File: src/hw/rtl/pbc_pkg.sv
// Shared definitions for the plane/box contact unit.
// Holds default widths, configuration register codes and the stage control word.
// No dependencies.
`default_nettype none

package pbc_pkg;

  localparam int COORD_WIDTH_DEF = 20;
  localparam int COORD_FRAC_DEF  = 8;
  localparam int NORMAL_FRAC_DEF = 14;

  localparam int CFG_AW = 3;

  typedef enum logic [CFG_AW-1:0] {
    CFG_PLANE_DISABLED = 3'd0,
    CFG_TWO_SIDED      = 3'd1,
    CFG_PROJECT        = 3'd2,
    CFG_ORIGIN         = 3'd3,
    CFG_NORMAL         = 3'd4,
    CFG_BOX_LOW        = 3'd5,
    CFG_BOX_HIGH       = 3'd6
  } cfg_reg_t;

  localparam int FLAG_WIDTH    = 3;
  localparam int FLAG_BLOCKING = 0;
  localparam int FLAG_STATIC   = 1;
  localparam int FLAG_IGNORE   = 2;

  typedef struct packed {
    logic valid;
    logic reject;
    logic neg;
  } pbc_ctl_t;

endpackage

`default_nettype wire

File: src/hw/rtl/pbc_push.sv
// Back stages: normal times depth, rounding, saturation, sign, and the
// output word register.
// Depends on pbc_pkg.
`default_nettype none

module pbc_push #(
  parameter int COORD_FRAC  = pbc_pkg::COORD_FRAC_DEF,
  parameter int NORMAL_FRAC = pbc_pkg::NORMAL_FRAC_DEF,
  localparam int NW = NORMAL_FRAC + 2,
  localparam int MW = COORD_FRAC + 1,
  localparam int PW = COORD_FRAC + 2
) (
  input  logic              clk,
  input  logic              rst_n,
  input  logic              en,
  input  pbc_pkg::pbc_ctl_t ctl_in,
  input  logic [MW-1:0]     mag_in,
  input  logic [3*NW-1:0]   plane_normal,
  output logic              out_valid,
  output logic              contact,
  output logic [3*PW-1:0]   push
);

  localparam int PRW = NW + MW;
  localparam int RW  = PRW + 1 - NORMAL_FRAC;
  localparam logic [MW-1:0] ONE = MW'(1) << COORD_FRAC;

  logic signed [NW-1:0] nrm [3];
  logic [NW-1:0]        nabs [3];
  logic [PRW-1:0]       prod_nxt [3];
  logic [PRW-1:0]       prod_r [3];
  logic [2:0]           pneg_nxt;
  logic [2:0]           pneg_r;
  logic [PRW:0]         rsum [3];
  logic [RW-1:0]        rfull [3];
  logic [MW-1:0]        rclip [3];
  logic [3*PW-1:0]      push_nxt;
  logic [3*PW-1:0]      push_r;
  logic                 valid_r;
  logic                 contact_r;

  pbc_pkg::pbc_ctl_t ctl_g_nxt;
  pbc_pkg::pbc_ctl_t ctl_g_r;

  for (genvar i = 0; i < 3; i++) begin : g_axis
    assign nrm[i]      = plane_normal[(2-i)*NW +: NW];
    assign nabs[i]     = nrm[i][NW-1] ? (~$unsigned(nrm[i]) + NW'(1)) : $unsigned(nrm[i]);
    assign prod_nxt[i] = PRW'(nabs[i]) * PRW'(mag_in);
    assign pneg_nxt[i] = nrm[i][NW-1] ^ ctl_in.neg;

    assign rsum[i]  = {1'b0, prod_r[i]} + ((PRW+1)'(1) << (NORMAL_FRAC - 1));
    assign rfull[i] = rsum[i][PRW:NORMAL_FRAC];
    assign rclip[i] = (rfull[i] > RW'(ONE)) ? ONE : rfull[i][MW-1:0];
    assign push_nxt[i*PW +: PW] = ctl_g_r.reject ? '0
                                : (pneg_r[i] ? -PW'(rclip[i]) : PW'(rclip[i]));
  end

  always_comb begin
    ctl_g_nxt        = ctl_in;
    ctl_g_nxt.reject = ctl_in.reject | (mag_in == '0);
  end

  always_ff @(posedge clk) begin
    if (!rst_n) begin
      ctl_g_r <= '0;
      valid_r <= 1'b0;
    end else if (en) begin
      ctl_g_r <= ctl_g_nxt;
      valid_r <= ctl_g_r.valid;
    end
  end

  always_ff @(posedge clk) begin
    if (en) begin
      for (int i = 0; i < 3; i++) begin
        prod_r[i] <= prod_nxt[i];
      end
      pneg_r    <= pneg_nxt;
      contact_r <= ~ctl_g_r.reject;
      push_r    <= push_nxt;
    end
  end

  assign out_valid = valid_r;
  assign contact   = contact_r;
  assign push      = push_r;

endmodule

`default_nettype wire

File: config.mk
export PLATFORM = sky130hd
export DESIGN_NAME = pbc_push
export DESIGN_NICKNAME = d
export VERILOG_FILES = /design/src/hw/rtl/pbc_pkg.sv /design/src/hw/rtl/pbc_push.sv
export SDC_FILE = /design/constraint.sdc
export NUM_CORES = 1
export LEC_CHECK = 0
export BUFFER_PORTS_ARGS = -buffer_cell sky130_fd_sc_hd__buf_4
export CAP_MARGIN = 15
export CORE_MARGIN = 2
export CORE_UTILIZATION = 35
export DETAILED_ROUTE_END_ITERATION = 16
export GPL_TIMING_DRIVEN = 0
export PLACE_DENSITY = 0.51
export SYNTH_ARGS = -nofsm -noshare
export SYNTH_HDL_FRONTEND = slang
export SYNTH_SLANG_ARGS = --single-unit
File: constraint.sdc
create_clock -name clk -period 17.7 [get_ports clk]
set_input_delay 0 -clock clk [delete_from_list [all_inputs] [get_ports clk]]
set_output_delay 0 -clock clk [all_outputs]
set_load 0.005 [all_outputs]
Yosys cells after proc, flatten, opt, wreduce, memory -nomap -nowiden
Memories as Yosys holds them, arrays and structs flattened.
Index checks and enable logic that the tools add are counted.
{ "word_totals": {"ff_bits": 37, "ram_bits": 75, "in_bits": 63, "memories": 1} }
{ "classes": {"add_sub_neg": 9, "mul": 3, "magnitude_cmp": 3, "n_mux": 11, "n_bitwise": 11, "reduce_logical": 4} }
{ "mem_list": {"columns": ["name", "depth", "word_bits", "rd", "rd_clocked_by_memory_dff", "write_ports", "line", "source"], "rows": [
  ["prod_r", 3, 25, 3, 0, 3, "pbc_push.sv:31", "logic [PRW-1:0] prod_r [3];"]
]} }
{ "op_table": {"columns": ["cell", "n"], "rows": [
  ["25-bit by 14-bit adder with 26-bit output, second input constant", 3],
  ["16-bit by 9-bit multiplier with 25-bit output", 3],
  ["9-bit two-way mux", 6],
  ["16-bit by 1-bit adder with 16-bit output, second input constant", 3],
  ["16-bit two-way mux", 3],
  ["16-bit inverter", 3],
  ["12-bit by 9-bit > comparator with 1-bit output, second input constant", 3],
  ["9-bit negator with 10-bit output", 3],
  ["9-bit zero test", 1],
  ["2-bit OR reduction", 3],
  ["1-bit inverter", 4],
  ["1-bit XOR", 3],
  ["1-bit two-way mux", 2],
  ["1-bit OR", 1]
]} }

Longest topological paths before layout
{ "logic_depth": {"ltp_word": 5, "mapped_depth": 24, "ltp_nobuf": 23} }

Least setup slack after synthesis
OpenSTA, ideal clock, no wires.
{ "synth_timing": {"path_kind": "input to register", "start": "input port plane_normal[4]", "end": "memory prod_r[0][74] in the netlist's numbering (data pin)", "setup_time_ns": 0.274, "arrival_time_ns": 5.561, "slack_ns": 11.865, "path_stages": 21, "cell_sequence": "nor3_1 -> nand3_1 -> or2_2 -> or3_1 -> nor4b_2 -> nand2_1 -> fa_1 -> inv_1 -> fa_1 -> fa_1 -> inv_1 -> fa_1 -> inv_1 -> ha_1 -> a21o_1 -> a21o_1 -> a21o_1 -> a22o_1 -> or3_1 -> a2111oi_0 -> a211oi_1"} }
{ "synth_lines": {"columns": ["item", "line", "source"], "rows": [
  ["start, declared", "pbc_push.sv:18", "input logic [3*NW-1:0] plane_normal,"],
  ["end, declared", "pbc_push.sv:31", null]
]} }

==> results.py <==
metrics = {
    "synth": {
        "yosys.area.top_type": "fa_1",
        "netlist_instances": 1933,
        "synth_area_per_cell_um2": 8.99,
        "ys_warn_count": 0,
        "async_flop_share": 0,
        "yosysMostFrequentCell": "inv_1",
        "synth.top_cells.by_count": "342 x inv_1, 294 x fa_1, 244 x and2_1",
        "synth-edff-count": 70,
        "synth-seq-area-share": 0.124,
        "yosys_register_bits": 73,
        "synth.distinct_cells": 70,
        "netlist_area_mm2": 0.0174,
        "yosys-top-cells-area": "fa_1 34%, edfxtp_1 12%, ha_1 9.5%, and2_1 8.8%, inv_1 7.4%",
        "netlist.area_leader.share": 0.339,
        "yosys_most_used_dff": "edfxtp_1",
        "synth_fp_nets": 2422,
    },
    "layout": {
        "syn_to_final_growth_pct": 10.4,
        "multi_input_area_mm2": 0.0136,
        "fin_nets": 2519,
        "design_area_mm2": 0.0192,
        "final_cells": 2700,
        "fillers": 4944,
        "drive_gt1_frac": 0.0629,
        "seq_area_mm2": 0.00216,
    },
    "sta": {
        "clock-skew-final_ns": 0.00484,
        "timing.fmax_mhz": 151,
        "period_needed_ns": 6.61,
        "rsz0062_at_grt": "no",
        "tns_ns": 0,
        "hold_viol_final": 0,
        "holdWs_ns": 0.0182,
        "min_period_over_period": 0.373,
        "slew_viol_final": 0,
        "maxSlewHeadroom": 0.297,
        "tightest_slew_ns": 1.05,
        "setup_viol": 0,
    },
    "drt": {
        "drc": 0,
        "post_drt_wl_per_cell_um": 17.2,
        "drt_iter0_markers": 748,
        "num_vias": 13100,
        "final_antenna_net_count": 0,
        "dr.pass1.iters": 5,
        "wirelength_um": 46500,
        "vias_per_cell": 4.84,
    },
    "setup_path": {
        "arrival_ns": 6.68,
        "crit_path_end_kind": "flip-flop",
        "cpMaxStageDelayCell": "xnor2_1",
        "crit_type": "input pin to flip-flop",
        "rrSetupSlack_ns": 14.15,
        "critPathLaunchType": "input pin",
        "worstPathBufferInverterCount": 5,
        "cp.required_ns": 17.77,
        "timing.rr.start": "prod_r[0][38]",
        "crit_path_start": "plane_normal[0]",
        "path_delay_family": "adder cells",
        "crit_path_max_fanout": 10,
        "cp_cell_sequence": "clkbuf_1, inv_1, ha_1, nand3b_1, o21ai_0, xnor2_1, nand2_1, fa_1, inv_1, fa_1, fa_1, inv_1, fa_1, inv_1, ha_1, a2111oi_0, o21ai_0, o2111ai_1, a21oi_1, or3_1, a2111oi_0, a211oi_1",
        "max_stage_delay_ns": 0.67,
    },
    "clock_tree": {
        "post_cts_resized": 0,
        "cts_tree": "built",
        "postCtsHoldBufs": 2,
        "worstSkewPairLatency_ns": 0.34,
        "cts_sinks": 73,
        "clk_pin_slew_ns": 0.06,
        "cts_setup_buffers": 0,
        "numCtsBuffers": 9,
        "htreeDepth": 3,
        "clockBufferDepth": 2,
        "cts-root-buf": "clkbuf_16",
    },
    "hold_path": {
        "hp-class": "input pin to flip-flop",
        "min_from": "ctl_in[0]",
    },
    "place": {
        "dp.cells": 2681,
        "routabilityCongestion": 0.891,
        "dp_hpwl_um": 38100,
        "port_buffers": 84,
        "dpl_cell_area_mm2": 0.0188,
    },
    "run_status": {
        "status": "finished, final reports clean",
    },
    "power": {
        "power_mw": 2.66,
        "pwr-share-clk": 0.074,
        "p_int_mw": 1.33,
        "powerDensity_mw_per_mm2": 139,
        "p_seq_frac": 0.135,
        "leakagePower_nw": 9.11,
        "swShare": 0.500,
        "pwr-share-comb": 0.791,
        "vdd_drop_max_mv": 0.0944,
        "p_switching_mw": 1.33,
    },
    "die": {
        "rows": 81,
        "die_y_um": 227,
        "ios": 95,
        "initial_core_util": 0.355,
        "die_x_um": 227,
        "dieArea_mm2": 0.0514,
        "core_mm2": 0.0490,
    },
    "global_routing": {
        "grt.overflow.total": 0,
        "grt_pass1_wl_um": 75500,
        "grt_pass1_vias": 13500,
        "antenna_found_initial": 1,
        "grt_usage": 0.190,
        "grt_start_max_net_pins": 75,
    },
    "job": {
        "maxCapViolCount": 0,
    },
}
logic make-up (layout without fill, tap and decap cells):
family	after synthesis	count (layout)	synth area share
simple gates	700	700	0.213
fa+ha+maj	426	426	0.434
buf+inv	417	519	0.0912
compound gates	205	205	0.0803
xor+xnor	100	100	0.0504
flops	73	73	0.124
mux	12	12	0.00713
other cells	0	1	0
per-layer routing:
metal  share of wire  GRT usage  vias to the layer above
met4           0.015     0.0399                        2
li1                -          -                     6313
met2            0.45      0.306                      288
met3           0.049     0.0206                       34
met1            0.48      0.275                     6438
met5         0.00028          0                        -
placed cells by master, fill, tap and decap left out, types with 15 or more instances in the layout:
cell / count
or3_1: 15
fa_1: 294
nand3_1: 22
nor2_1: 55
edfxtp_1: 70
nand2_1: 228
nor3_1: 31
and2_1: 244
o21ai_0: 49
buf_4: 84
clkbuf_1: 65
xor2_1: 32
ha_1: 132
xnor2_1: 68
a21oi_1: 32
inv_1: 342
nor2b_1: 26
worst register-to-register path, stage by stage (launching register included):
cell and delay (ns):
edfxtp_1 0.46, ha_1 0.30, nand2_1 0.14, a2111o_1 0.40, a211oi_1 0.35, o2111a_1 0.34, o21a_1 0.27, nand2_1 0.09
ha_1 0.28, o21ai_0 0.13, o21ai_0 0.16, a2111o_1 0.42, o21ai_0 0.07
sequential cells by signal, summed over array words and instances (netlist names):
signal,count
contact,1
ctl_g_r,2
out_valid,1
pneg_r,3
prod_r,36
push,30
power by group through the flow:
stage,sequential (mW),clock (mW),combinational (mW)
finish,0.360,0.196,2.10
global route,0.368,0.209,2.44
CTS,0.361,0.202,2.12
detailed placement,0.364,0,2.10
global placement,0.363,0,2.07
floorplan,0.356,0,1.55
path summary, 6_finish.rpt:
check                                     end  depth (start not counted)
worst min register to register      out_valid                          2
worst max-delay path            prod_r[0][74]                         22
worst min-delay path                pneg_r[2]                          2
worst max register to register       push[18]                         12
stage by stage:
stage / util / worst slack [ns]
6_report: 0.392 / 11.09
2_1_floorplan: - / 11.87
4_1_cts: 0.392 / 11.04
3_3_place_gp: 0.385 / 10.55
3_5_place_dp: 0.385 / 10.74
5_1_grt: 0.392 / 10.33
cell type report:
cell class / instances / area share
Timing Repair Buffer: 86 / 0.0339
Sequential cell: 73 / 0.113
Buffer: 75 / 0.0157
Inverter: 342 / 0.0669
Antenna cell: 1 / 0.000130
Clock buffer: 9 / 0.0117
Multi-Input combinational cell: 1443 / 0.710
Clock inverter: 7 / 0.00535
Tap cell: 664 / 0.0433
No activity file was read; power rests on OpenSTA's default activity.
